$ cat src/design/assert_macros.svh
// Assertion macros shared by the echelon basis design.
// Depends on nothing; included by files that carry assertions.
`ifndef ASSERT_MACROS_SVH
`define ASSERT_MACROS_SVH

// Check a condition at every clock edge outside reset.
`define ASSERT_ALWAYS(label, clk, rstn, expr, msg) \
    label: assert property (@(posedge clk) disable iff (!(rstn)) (expr)) \
        else $error(msg);

// Check that a condition in one cycle implies another in the same cycle.
`define ASSERT_SAME(label, clk, rstn, ante, cons, msg) \
    label: assert property (@(posedge clk) disable iff (!(rstn)) (ante) |-> (cons)) \
        else $error(msg);

// Check that a condition in one cycle implies another in the next cycle.
`define ASSERT_NEXT(label, clk, rstn, ante, cons, msg) \
    label: assert property (@(posedge clk) disable iff (!(rstn)) (ante) |=> (cons)) \
        else $error(msg);

`endif

$ cat src/design/gf2eb_row_mem.sv
// Basis row store: one write port, one registered read port.
// Each word holds a pivot index above the row bits; no package needed.
module gf2eb_row_mem #(
    parameter int WIDTH = 70,
    parameter int DEPTH = 64,
    parameter int AW    = 6
) (
    input  logic             aclk,
    input  logic             re,
    input  logic [AW-1:0]    raddr,
    output logic [WIDTH-1:0] rdata,
    input  logic             we,
    input  logic [AW-1:0]    waddr,
    input  logic [WIDTH-1:0] wdata
);

    logic [WIDTH-1:0] mem [DEPTH];
    logic [WIDTH-1:0] rdata_reg;

    always_ff @(posedge aclk) begin
        if (we) begin
            mem[waddr] <= wdata;
        end
    end

    always_ff @(posedge aclk) begin
        if (re) begin
            rdata_reg <= mem[raddr];
        end
    end

    assign rdata = rdata_reg;

endmodule

$ cat config.mk
export PLATFORM = sky130hd
export DESIGN_NAME = gf2eb_row_mem
export DESIGN_NICKNAME = d
export VERILOG_FILES = /design/src/design/assert_macros.svh /design/src/design/gf2eb_row_mem.sv
export SDC_FILE = /design/constraint.sdc
export NUM_CORES = 2
export LEC_CHECK = 0
export ABC_AREA = 1
export BUFFER_PORTS_ARGS = -buffer_cell sky130_fd_sc_hd__buf_4
export CAP_MARGIN = 10
export CORE_UTILIZATION = 35
export CTS_CLUSTER_SIZE = 16
export DETAILED_ROUTE_END_ITERATION = 6
export PLACE_DENSITY_LB_ADDON = 0.12
export SLEW_MARGIN = 20
export SYNTH_ARGS = -nofsm -noshare
export SYNTH_HDL_FRONTEND = slang
export SYNTH_MEMORY_MAX_BITS = 65536
export SYNTH_SLANG_ARGS = --single-unit
$ cat constraint.sdc
create_clock -name aclk -period 26.2 [get_ports aclk]
set_input_delay 5.24 -clock aclk [delete_from_list [all_inputs] [get_ports aclk]]
set_output_delay 5.24 -clock aclk [all_outputs]
set_load 0.02 [all_outputs]
==> impl_metrics.tcl <==
set metrics [dict create \
    post-route-util_pct 39.9 \
    min-delay-path-class "register to register" \
    synthToLayoutAreaGrowth_pct 13.4 \
    power_frac_comb_pct 5.6 \
    finalNetCount 14800 \
    layout-drive-gt1-share_pct 7.97 \
    numCtsBuffers 521 \
    total_switching_power_mw 3.69 \
    cp_common_cell "nand3_1" \
    synthTopCellsByArea "edfxtp_1 (75%), nand3_1 (12%), nand2_1 (10%)" \
    drt-wirelength-per-cell_um 29.9 \
    synthFlopType "edfxtp_1" \
    synth_edf_count 4550 \
    yosys-top-cells-count "nand2_1 (4,830), edfxtp_1 (4,550), nand3_1 (4,207)" \
    rsz0062_at_grt "false" \
    peakVddDrop_uv 72.1 \
    first_global_vias 112000 \
    synth_top_area_share_pct 75.5 \
    cp.required_ns 27.00 \
    multi_input_area_um2 40000 \
    path_cells "buf_8 > inv_8 > buf_4 > buf_12 > buf_12 > buf_4 > nand3_1 > nand3_1 > nand3_1 > nand3_1 > nand2_1 > nand2_1 > nand2_1" \
    critPathTopFamily "buffers and inverters" \
    ioPinCount 155 \
    grt_pass1_wl_um 913000 \
    grtUsageTotal_pct 24.6 \
    p_clk_share_pct 43.6 \
    cp.arrival_ns 10.16 \
    postCtsSetupBuffers 0 \
    finalHoldViolations 0 \
    p_leak_nw 71.0 \
    core_um2 514000 \
    tritoncts "built" \
    routed_via_density 5.40 \
    final_cells 22000 \
    power_frac_seq_pct 50.8 \
    cts_sinks 4550 \
    worst_slack_ns 16.84 \
    grt.overflow.total 0 \
    rows 263 \
    postSynthAreaPerCell_um2 12.4 \
    fin_skew_ns 0.0238 \
    place.gp.congestion 0.751 \
    start_kind "input port" \
    netlist_area_um2 181000 \
    cts_max_level 6 \
    max_freq_ghz 0.107 \
    yosys_warnings 0 \
    holdWs_ns 0.864 \
    holdBufCountCts 0 \
    die_h_um 721 \
    fill_cells 48800 \
    min_period_over_period_pct 35.7 \
    cts_root_buf "clkbuf_16" \
    power.total_mw 16.0 \
    vias 119000 \
    worstSetupPathType "input port to register" \
    slew_headroom_pct 19.4 \
    status "complete, no violations" \
    drv_slew 0 \
    drc 0 \
    final.min_clock_period_ns 9.36 \
    p_int_mw 12.3 \
    worst-slew-pin-transition_ns 1.21 \
    async_flop_share_pct 0 \
    tns_ns 0 \
    antenna_found_initial 54 \
    crit_buf_inv 6 \
    clk_pin_slew_ns 0.06 \
    largest_reg_flops 4480 \
    cts_buffer_depth 4 \
    cts_resized 0 \
    yosysSeqAreaShare_pct 75.5 \
    end_kind "register" \
    yosysTopAreaCell "edfxtp_1" \
    post-place-cells 21000 \
    setup_viol 0 \
    place.port_buffers 154 \
    swShare_pct 23.1 \
    seq_area_um2 137000 \
    clock_latency_ns 1.07 \
    synth_cell_type_count 16 \
    p_per_area_nw_per_um2 77.8 \
    slowest_stage "buf_4" \
    stdcell_area_um2 205000 \
    drtIter0Drc 13200 \
    worstPathMaxFanout 143 \
    placed_area_um2 189000 \
    critPathMaxStageDelay_ns 0.81 \
    die_area_um2 520000 \
    synthCells 14700 \
    hpwlAfterDp_um 323000 \
    ys_ff_latch 4550 \
    postRouteAntennaNets 0 \
    grt_max_degree 180 \
    syn_nets 14700 \
    fp.dieW_um 721 \
    start_util_pct 35.2 \
    drt-pass1-iter-count 6 \
    synth.most_common_cell "nand2_1" \
    post-place-ws_ns 15.72 \
    wl_um 657000 \
    max_cap_violations 0 \
]
## cell usage in the layout (no fill, tap or decap), types with 24 or more instances in the layout
master,instances
nand2_1,4830
edfxtp_1,4550
nand3_1,4207
clkbuf_16,546
buf_4,447
clkbuf_1,141
clkinv_1,118
nor2_4,56
clkinv_2,49
buf_12,24
## power by group through the flow
| stage | logic, mW | clock network [mW] | registers (mW) |
|---|---|---|---|
| 5_1_grt | 0.980 | 7.33 | 8.11 |
| 4_1_cts | 0.905 | 7.07 | 8.11 |
| 3_5_place_dp | 0.904 | 0 | 8.26 |
| 2_1_floorplan | 0.489 | 0 | 8.26 |
| 6_report | 0.901 | 6.96 | 8.11 |
| 3_3_place_gp | 0.905 | 0 | 8.26 |
## path summary, 6_finish.rpt
path	from	to	slack, ns	depth (start not counted)
worst max-delay path	raddr[1]	rdata[45]	16.84	13
worst min-delay path	mem[4][1]	rdata[1]	0.86	8
worst max register to register	mem[60][49]	rdata[49]	24.23	8
worst min register to register	mem[4][1]	rdata[1]	0.86	8
## worst reg2reg max path, stage by stage, from the launching register on
cell and delay (ns):
edfxtp_1 0.37, nand2_1 0.08, nand3_1 0.09, nand3_1 0.15, nand3_1 0.12, nand3_1 0.12, nand2_1 0.10, nand2_1 0.07
nand2_1 0.42
## layer usage
metal  track usage (%)  routed length (µm)  vias up
li1                  -                   -    52500
met1              35.3              292000    61000
met2              39.6              306000     4212
met3              3.02               41200      925
met4              6.33               17600       14
met5                 0                  90        -
## cell families (layout without fill, tap and decap cells)
family | count (synthesis) | after routing | synth area share, %
buffers and inverters | 993 | 1401 | 2.71
other | 0 | 23 | 0
and+or+nand+nor | 9110 | 9110 | 21.8
DFF | 4550 | 4550 | 75.5
## final cells by class
class	instances	area share, %
Antenna cell	23	0.0280
Timing Repair Buffer	483	1.98
Inverter	12	0.0469
Clock inverter	219	0.807
Multi-Input combinational cell	9110	19.5
Sequential cell	4550	66.6
Tap cell	6890	4.20
Clock buffer	687	6.91
Note: power is estimated with default switching activity, not from simulation.
