`src/design/assert_macros.svh`:
```
// Assertion macros shared by the echelon basis design.
// Depends on nothing; included by files that carry assertions.
`ifndef ASSERT_MACROS_SVH
`define ASSERT_MACROS_SVH

// Check a condition at every clock edge outside reset.
`define ASSERT_ALWAYS(label, clk, rstn, expr, msg) \
    label: assert property (@(posedge clk) disable iff (!(rstn)) (expr)) \
        else $error(msg);

// Check that a condition in one cycle implies another in the same cycle.
`define ASSERT_SAME(label, clk, rstn, ante, cons, msg) \
    label: assert property (@(posedge clk) disable iff (!(rstn)) (ante) |-> (cons)) \
        else $error(msg);

// Check that a condition in one cycle implies another in the next cycle.
`define ASSERT_NEXT(label, clk, rstn, ante, cons, msg) \
    label: assert property (@(posedge clk) disable iff (!(rstn)) (ante) |=> (cons)) \
        else $error(msg);

`endif

```
`src/design/gf2eb_pkg.sv`:
```
// Shared types and constants for the GF(2) echelon basis.
// Used by the sequencer and the top level; depends on nothing.
package gf2eb_pkg;

    localparam int VEC_BITS_DEF = 64;
    localparam int VEC_W        = 64;
    localparam int RANK_W       = 7;
    localparam int CMD_W        = 2;
    localparam int OUT_TDATA_W  = 16;
    localparam logic [RANK_W-1:0] ACTIVE_ROWS_RST = 7'd64;

    typedef enum logic [CMD_W-1:0] {
        CMD_CLEAR  = 2'd0,
        CMD_INSERT = 2'd1,
        CMD_QUERY  = 2'd2,
        CMD_NOP    = 2'd3
    } cmd_t;

    typedef enum logic [2:0] {
        ST_IDLE,
        ST_REDUCE,
        ST_EVAL,
        ST_BACK,
        ST_APPEND,
        ST_OUT
    } state_t;

    typedef struct packed {
        logic [RANK_W-1:0] rank;
        logic              added;
        logic              in_span;
    } res_t;

endpackage

```
`src/design/gf2eb_seq.sv`:
```
// Command sequencer: reduce pass, pivot pick, back-reduce pass and append.
// Uses gf2eb_pkg; drives the row store in gf2eb_row_mem.
module gf2eb_seq #(
    parameter int VEC_BITS = gf2eb_pkg::VEC_BITS_DEF,
    parameter int AW       = $clog2(VEC_BITS)
) (
    input  logic                          aclk,
    input  logic                          aresetn,
    input  logic                          start,
    input  gf2eb_pkg::cmd_t               cmd,
    input  logic [VEC_BITS-1:0]           vec,
    input  logic [gf2eb_pkg::RANK_W-1:0]  active_rows,
    output logic                          idle,
    input  logic                          res_free,
    output logic                          res_valid,
    output gf2eb_pkg::res_t               res,
    output logic                          mem_re,
    output logic [AW-1:0]                 mem_raddr,
    input  logic [VEC_BITS+AW-1:0]        mem_rdata,
    output logic                          mem_we,
    output logic [AW-1:0]                 mem_waddr,
    output logic [VEC_BITS+AW-1:0]        mem_wdata
);

    localparam int RW = gf2eb_pkg::RANK_W;

    gf2eb_pkg::state_t state_reg, state_next;
    gf2eb_pkg::cmd_t   cmd_reg, cmd_next;
    logic [VEC_BITS-1:0] x_reg, x_next;
    logic [RW-1:0]       cnt_reg, cnt_next;
    logic [RW-1:0]       rank_reg, rank_next;
    logic                dv_reg, dv_next;
    logic [AW-1:0]       wa_reg, wa_next;
    logic [AW-1:0]       p_reg, p_next;
    logic                span_reg, span_next;
    logic                added_reg, added_next;

    logic [VEC_BITS-1:0] rd_row;
    logic [AW-1:0]       rd_piv;
    logic [AW-1:0]       low;
    logic                x_zero;
    logic                issue;
    logic                pass_done;
    logic                can_add;

    assign rd_row    = mem_rdata[VEC_BITS-1:0];
    assign rd_piv    = mem_rdata[VEC_BITS +: AW];
    assign x_zero    = (x_reg == '0);
    assign issue     = (cnt_reg < rank_reg);
    assign pass_done = (cnt_reg == rank_reg);
    assign can_add   = !x_zero && (RW'(low) < active_rows)
                       && (rank_reg < RW'(VEC_BITS));

    always_comb begin
        low = '0;
        for (int i = VEC_BITS - 1; i >= 0; i--) begin
            if (x_reg[i]) begin
                low = AW'(i);
            end
        end
    end

    always_comb begin
        state_next = state_reg;
        case (state_reg)
            gf2eb_pkg::ST_IDLE: begin
                if (start) begin
                    if (cmd inside {gf2eb_pkg::CMD_INSERT, gf2eb_pkg::CMD_QUERY}) begin
                        state_next = gf2eb_pkg::ST_REDUCE;
                    end else begin
                        state_next = gf2eb_pkg::ST_OUT;
                    end
                end
            end
            gf2eb_pkg::ST_REDUCE: begin
                if (pass_done) begin
                    state_next = gf2eb_pkg::ST_EVAL;
                end
            end
            gf2eb_pkg::ST_EVAL: begin
                if (cmd_reg == gf2eb_pkg::CMD_INSERT && can_add) begin
                    state_next = gf2eb_pkg::ST_BACK;
                end else begin
                    state_next = gf2eb_pkg::ST_OUT;
                end
            end
            gf2eb_pkg::ST_BACK: begin
                if (pass_done) begin
                    state_next = gf2eb_pkg::ST_APPEND;
                end
            end
            gf2eb_pkg::ST_APPEND: begin
                state_next = gf2eb_pkg::ST_OUT;
            end
            gf2eb_pkg::ST_OUT: begin
                if (res_free) begin
                    state_next = gf2eb_pkg::ST_IDLE;
                end
            end
            default: begin
                state_next = gf2eb_pkg::ST_IDLE;
            end
        endcase
    end

    always_comb begin
        cmd_next   = cmd_reg;
        x_next     = x_reg;
        cnt_next   = cnt_reg;
        rank_next  = rank_reg;
        dv_next    = 1'b0;
        wa_next    = wa_reg;
        p_next     = p_reg;
        span_next  = span_reg;
        added_next = added_reg;
        idle       = 1'b0;
        res_valid  = 1'b0;
        mem_re     = 1'b0;
        mem_raddr  = cnt_reg[AW-1:0];
        mem_we     = 1'b0;
        mem_waddr  = wa_reg;
        mem_wdata  = {rd_piv, rd_row ^ x_reg};
        case (state_reg)
            gf2eb_pkg::ST_IDLE: begin
                idle = 1'b1;
                if (start) begin
                    cmd_next   = cmd;
                    x_next     = vec;
                    cnt_next   = '0;
                    span_next  = 1'b0;
                    added_next = 1'b0;
                    if (cmd == gf2eb_pkg::CMD_CLEAR) begin
                        rank_next = '0;
                    end
                end
            end
            gf2eb_pkg::ST_REDUCE: begin
                if (issue) begin
                    mem_re   = 1'b1;
                    cnt_next = cnt_reg + 1'b1;
                    dv_next  = 1'b1;
                end
                if (dv_reg && x_reg[rd_piv]) begin
                    x_next = x_reg ^ rd_row;
                end
            end
            gf2eb_pkg::ST_EVAL: begin
                cnt_next = '0;
                p_next   = low;
                if (cmd_reg == gf2eb_pkg::CMD_QUERY) begin
                    span_next = x_zero;
                end
            end
            gf2eb_pkg::ST_BACK: begin
                if (issue) begin
                    mem_re   = 1'b1;
                    cnt_next = cnt_reg + 1'b1;
                    dv_next  = 1'b1;
                    wa_next  = cnt_reg[AW-1:0];
                end
                if (dv_reg && rd_row[p_reg]) begin
                    mem_we = 1'b1;
                end
            end
            gf2eb_pkg::ST_APPEND: begin
                mem_we     = 1'b1;
                mem_waddr  = rank_reg[AW-1:0];
                mem_wdata  = {p_reg, x_reg};
                rank_next  = rank_reg + 1'b1;
                added_next = 1'b1;
            end
            gf2eb_pkg::ST_OUT: begin
                res_valid = res_free;
            end
            default: begin
            end
        endcase
    end

    assign res.in_span = span_reg;
    assign res.added   = added_reg;
    assign res.rank    = rank_reg;

    always_ff @(posedge aclk) begin
        if (!aresetn) begin
            state_reg <= gf2eb_pkg::ST_IDLE;
            rank_reg  <= '0;
            dv_reg    <= 1'b0;
        end else begin
            state_reg <= state_next;
            rank_reg  <= rank_next;
            dv_reg    <= dv_next;
        end
    end

    always_ff @(posedge aclk) begin
        cmd_reg   <= cmd_next;
        x_reg     <= x_next;
        cnt_reg   <= cnt_next;
        wa_reg    <= wa_next;
        p_reg     <= p_next;
        span_reg  <= span_next;
        added_reg <= added_next;
    end

endmodule

```
`config.mk`:
```
export PLATFORM = sky130hd
export DESIGN_NAME = gf2eb_seq
export DESIGN_NICKNAME = d
export VERILOG_FILES = /design/src/design/assert_macros.svh /design/src/design/gf2eb_pkg.sv /design/src/design/gf2eb_seq.sv
export SDC_FILE = /design/constraint.sdc
export NUM_CORES = 1
export LEC_CHECK = 0
export BUFFER_PORTS_ARGS = -buffer_cell sky130_fd_sc_hd__buf_4
export CAP_MARGIN = 10
export CORE_ASPECT_RATIO = 0.5
export CORE_MARGIN = 10
export CORE_UTILIZATION = 53
export DETAILED_ROUTE_END_ITERATION = 12
export HOLD_SLACK_MARGIN = 0.15
export PLACE_DENSITY = 0.91
export SLEW_MARGIN = 20
export SYNTH_ARGS = -nofsm -noshare
export SYNTH_HDL_FRONTEND = slang
export SYNTH_SLANG_ARGS = --single-unit
```
`constraint.sdc`:
```
create_clock -name aclk -period 4.8 [get_ports aclk]
set_input_delay 0.48 -clock aclk [delete_from_list [all_inputs] [get_ports aclk]]
set_output_delay 0.48 -clock aclk [all_outputs]
set_load 0.005 [all_outputs]
```
==> impl_metrics.toml, run 1 <==
[status]
status = "completed"

[worst_setup_path]
worst-path-buf-inv = 1
criticalPathCategory = "reg2out"
cp_max_fo = 17
max_stage_delay_ps = 940
crit_required_ps = 4320
worstPathCellList = "mux4_1 > mux4_2 > mux2_4 > a21oi_2 > o31ai_1 > buf_4"
cp-end-kind = "output pin"
arrival_ps = 3120
timing.critical_path.max_delay_family = "multiplexers"
crit_slowest_cell = "edfxtp_1"
rrSetupSlack_ps = 1550
start_kind = "register"

[floorplanning]
die_width_um = 192
core_area_um2 = 14500
start_util_pct = 54.2
dieArea_um2 = 20400
pin_count = 242
rows = 31
die_y_um = 106

[clocking]
ctsResizeCount = 0
h-tree-depth = 3
cts_hold_buf = 0
cts_tree = "done"
clk_latency_ps = 340
cts_sinks = 98
cts.path.max_buffers = 2
post_cts.repair.setup_buffers = 0
numCtsBuffers = 9
root_buffer = "clkbuf_16"
cts.reportedPaths.clkPinSlew_ps = 70

[timing]
finalCriticalPeriod_ps = 3600
setup-tns-final_ps = 0
worst_slew_pin_slew_ps = 984
skew_ps = 5.47
layout_worst_path_cycle_share_pct = 75.0
finalSetupViolCount = 0
finalHoldViolCount = 0
rsz0062_at_grt = "false"
fmax_ghz = 0.278
slew_violations = 0
relSlewSlack_pct = 34.0
finalWorstSetupSlack_ps = 1200

[power_and_ir_drop]
leakage_nw = 4.04
vdd.ir_drop.worst_uv = 210
powerDensity_nw_per_um2 = 306

[worst_hold_path]
holdCritPathClass = "in2reg"

[routing]
drtIter0Drc = 797
drc = 0
drtPass1Iterations = 5
ant_nets = 0
num_vias = 7406
routedWlPerCell_um = 21.3
routed_via_density = 5.96
drt_wl_total_um = 26500

[synth]
syn_inst = 865
synth.distinct_cells = 55
ys_seq_elements = 98
ys.warnings.count = 0
avgSynthCellArea_um2 = 9.09
ys_top_cells_by_count = "xnor2_1, nand2_1, nor2_1"
synth_area_leaders = "edfxtp_1, xnor2_1, mux4_2"
netlist_area_um2 = 7860
synth_edf_count = 87
synth.net_count = 1027
synthFlopType = "edfxtp_1"
netlist.area_leader.share_pct = 33.2
synthArstFlopShare_pct = 0
ys_seq_area_share_pct = 36.0
yosysMostFrequentCell = "xnor2_1"
yosys.area.top_type = "edfxtp_1"

[global_route]
first_global_vias = 7330
grt_pass1_wl_um = 41300
grt_max_degree = 71
overflow = 0
grt_usage_pct = 25.3
grt_antenna_before_repair = 0

[final_layout]
syn_to_final_growth_pct = 26.4
largest_reg_flops = 64
n_antenna_cell = 0
utilization_pct = 68.5
finalNetCount = 1202
layout-drive-gt1-share_pct = 28.1

[place]
dpl.hpwl_um = 21100
pre_cts_ws_ps = 1550
io_buffers = 241
gp_congestion = 0.987

[job]
maxCapViolCount = 0
## area by class of cell
class / instances / area (um2)
Fill cell: 1094 / 4570
Multi-Input combinational cell: 655 / 4560
Clock buffer: 9 / 225
Inverter: 31 / 116
Clock inverter: 7 / 93.8
Timing Repair Buffer: 245 / 1860
Tap cell: 198 / 248
Sequential cell: 98 / 2830
## cell usage in the layout, fill, tap and decap left out, types with 8 or more instances in the layout
cell,count
mux4_2,26
nand2_1,113
edfxtp_1,87
o21ai_0,20
nand3_1,9
inv_1,30
xnor2_1,136
a22oi_1,8
dfxtp_1,11
nand4_1,9
nor3_1,17
buf_4,243
nor2_1,112
mux4_1,10
clkbuf_16,9
a21oi_1,87
ha_1,15
nor4_1,20
## power breakdown
part | switching (W) | internal (W)
Combinational | 0.000467 | 0.000533
Sequential | 0.000190 | 0.00107
Clock | 0.000327 | 0.000456
## cell families (layout without fill, tap and decap cells)
logic type / count (synthesis) / after routing / synth area share [%]
and+or+nand+nor: 310 / 310 / 17.3
AOI/OAI and AO/OA: 153 / 153 / 11.6
xor gates and xnor gates: 139 / 139 / 15.5
buffers and inverters: 112 / 292 / 6.13
DFF: 98 / 98 / 36.0
muxes: 38 / 38 / 11.1
adders and majority gates: 15 / 15 / 2.39
## worst paths after layout
kind | startpoint | endpoint | cells after the start
hold / removal | cmd[0] | cmd_reg[0] | 1
hold reg to reg | cnt_reg[5] | wa_reg[5] | 0
setup / recovery | p_reg[0] | mem_we | 6
setup reg to reg | x_reg[13] | state_reg[1] | 10
## layer usage
layer	wire length [um]	track usage, %
met5	0	0
met4	499	5.67
met3	3050	7.50
met2	12900	42.6
met1	10100	31.5
## stage by stage
stage	area (um2)	hold slack [ps]	power [W]	instances
2_1_floorplan	7860	497	0.00179	865
6_report	9940	326	0.00304	1243
4_1_cts	9940	319	0.00304	1243
3_3_place_gp	9600	565	0.00222	1226
5_1_grt	9940	311	0.00319	1243
3_5_place_dp	9620	572	0.00226	1227
No activity file was read; power rests on OpenSTA's default activity.
==> inputs of run 2 (changes only) <==
Settings changed: CORE_UTILIZATION 53 to 48, PLACE_DENSITY 0.91 to 0.88.
Clock period 4.8 ns to 2.95 ns, I/O delays scaled along.
==> run 2 against run 1 <==
  * The flow now finishes with violations (setup timing)
  * Sequential power increased by 52%
  * Routed wire length increased by 5.5%
  * Cell area increased by 6.1%
  * Setup slack got worse by 1400 ps
  * Die area increased by 8.9%
  * Largest cell class unchanged
  * Global-route usage decreased by 1.7 points
  * Core utilization decreased by 1.5 points
  * Critical endpoint unchanged
  * First-iteration DRC count increased by 54%
  * Combinational power increased by 94%
==> impl_metrics.toml, run 2 (synthesis results as in run 1) <==
[routing]
drc = 0
drtIter0Drc = 1230
ant_nets = 0
routedWlPerCell_um = 20.9
drt_wl_total_um = 28000
num_vias = 7897
routed_via_density = 5.91
drtPass1Iterations = 11

[final_layout]
stdcell_area_um2 = 10500
syn_to_final_growth_pct = 34.1
utilization_pct = 67.0
finalNonFillerCells = 1337
mostFrequentLayoutCell = "buf_4"
largest_reg_flops = 64
mostFrequentLayoutCells = "buf_4, xnor2_1, nand2_1, nor2_1"
finalNetCount = 1273
n_antenna_cell = 0
layout-drive-gt1-share_pct = 33.8

[timing]
finalWorstSetupSlack_ps = -206
slew_violations = 0
skew_ps = 7.69
finalCriticalPeriod_ps = 3160
finalSetupViolCount = 1
layout_worst_path_cycle_share_pct = 107
relSlewSlack_pct = 52.8
worst_slew_pin_slew_ps = 699
rsz0062_at_grt = "true"
fmax_ghz = 0.317
finalHoldViolCount = 0

[worst_setup_path]
criticalPathCategory = "reg2out"
cp_max_fo = 6
r2r_cells = 11
crit_required_ps = 2650
reg2reg_from = "x_reg[48]"
arrival_ps = 2860
start_kind = "register"
rrSetupSlack_ps = 0
cp-end-kind = "output pin"
r2r_end = "state_reg[1]"

[clocking]
clk_latency_ps = 350
cts.path.max_buffers = 2
numCtsBuffers = 9
cts_tree = "done"
cts.reportedPaths.clkPinSlew_ps = 70
cts_sinks = 98
h-tree-depth = 3
root_buffer = "clkbuf_16"

[power_and_ir_drop]
total_power_w = 0.00500
powerDensity_nw_per_um2 = 475
leakage_nw = 4.36
vdd.ir_drop.worst_uv = 308

[floorplanning]
dieArea_um2 = 22200
core_area_um2 = 15700
pin_count = 242
die_y_um = 110
die_width_um = 201
rows = 32
start_util_pct = 50.0

[global_route]
grt_pass1_wl_um = 42900
grt_util_met2_pct = 40.8
overflow = 0
grt_antenna_before_repair = 0
grt_max_degree = 65
use_met3_pct = 7.11
top_usage_layer = "met2"
first_global_vias = 7903
grt_usage_pct = 23.6
met1_usage_pct = 26.9

[status]
status = "finished, violations left"
violations = "setup timing"

[worst_hold_path]
min_from = "aresetn"
min_to = "state_reg[0]"
holdPathStages = 2
holdCritPathClass = "in2reg"

[job]
maxCapViolCount = 0

[place]
dpl.hpwl_um = 21200
io_buffers = 241
place_inst = 1315
gp_congestion = 0.973
placed_cell_area_um2 = 10200
## run 2: changes by cell type in the layout (fill, tap and decap cells not counted), sizes merged
cell	delta
buf	+69
clkinv	-1
bufinv	-2
inv	+3
dlygate4sd3	+2
## run 2: layout make-up
| cell class | instances | area [um2] |
|---|---|---|
| clock buffer | 9 | 225 |
| clock inverter | 7 | 58.8 |
| fill | 1148 | 5200 |
| inverter | 31 | 116 |
| multi-input combinational | 655 | 4580 |
| sequential | 98 | 2830 |
| tap | 221 | 277 |
| timing repair buffer | 316 | 2450 |
## run 2: power breakdown
part / total (W) / internal, W / switching [W]
Combinational: 0.00194 / 0.000993 / 0.000949
Sequential: 0.00191 / 0.00173 / 0.000175
Clock: 0.00115 / 0.000586 / 0.000564
## run 2: layer usage
metal	up-vias	part of all wire, %
li1	3517	-
met1	3723	36
met2	522	48
met3	135	11
met4	0	4.1
met5	-	0
## run 2: worst max-delay path by stage
stage,start,to,slack (ps)
floorplan,mem_rdata[64],x_reg[0],110
global placement,x_reg[61],state_reg[1],210
detailed placement,x_reg[61],state_reg[1],110
CTS,p_reg[0],mem_we,-160
global route,p_reg[0],mem_we,-190
finish,p_reg[0],mem_we,-210
## run 2: critical path, stage by stage, from the launching register on
cell	delay, ps
edfxtp_1	470
buf_12	190
mux4_1	580
mux4_2	520
mux2_4	300
a21oi_4	200
o31ai_4	90
buf_4	160
## run 2: timing repair
action,CTS,global route
resized for setup,8,13
pin swaps,0,5
buffers inserted,2,2
gates cloned,1,0
hold buffers,2,0
endpoints found under the setup margin,1,3
hold endpoints to repair,2,0
## run 2: metrics by stage
stage,hold slack (ps),setup TNS [ps],setup WS [ps]
after floorplan,394,0,109
after global placement,490,0,212
after detailed placement,491,0,108
after CTS,210,-158,-158
after global routing,224,-402,-194
final,219,-206,-206
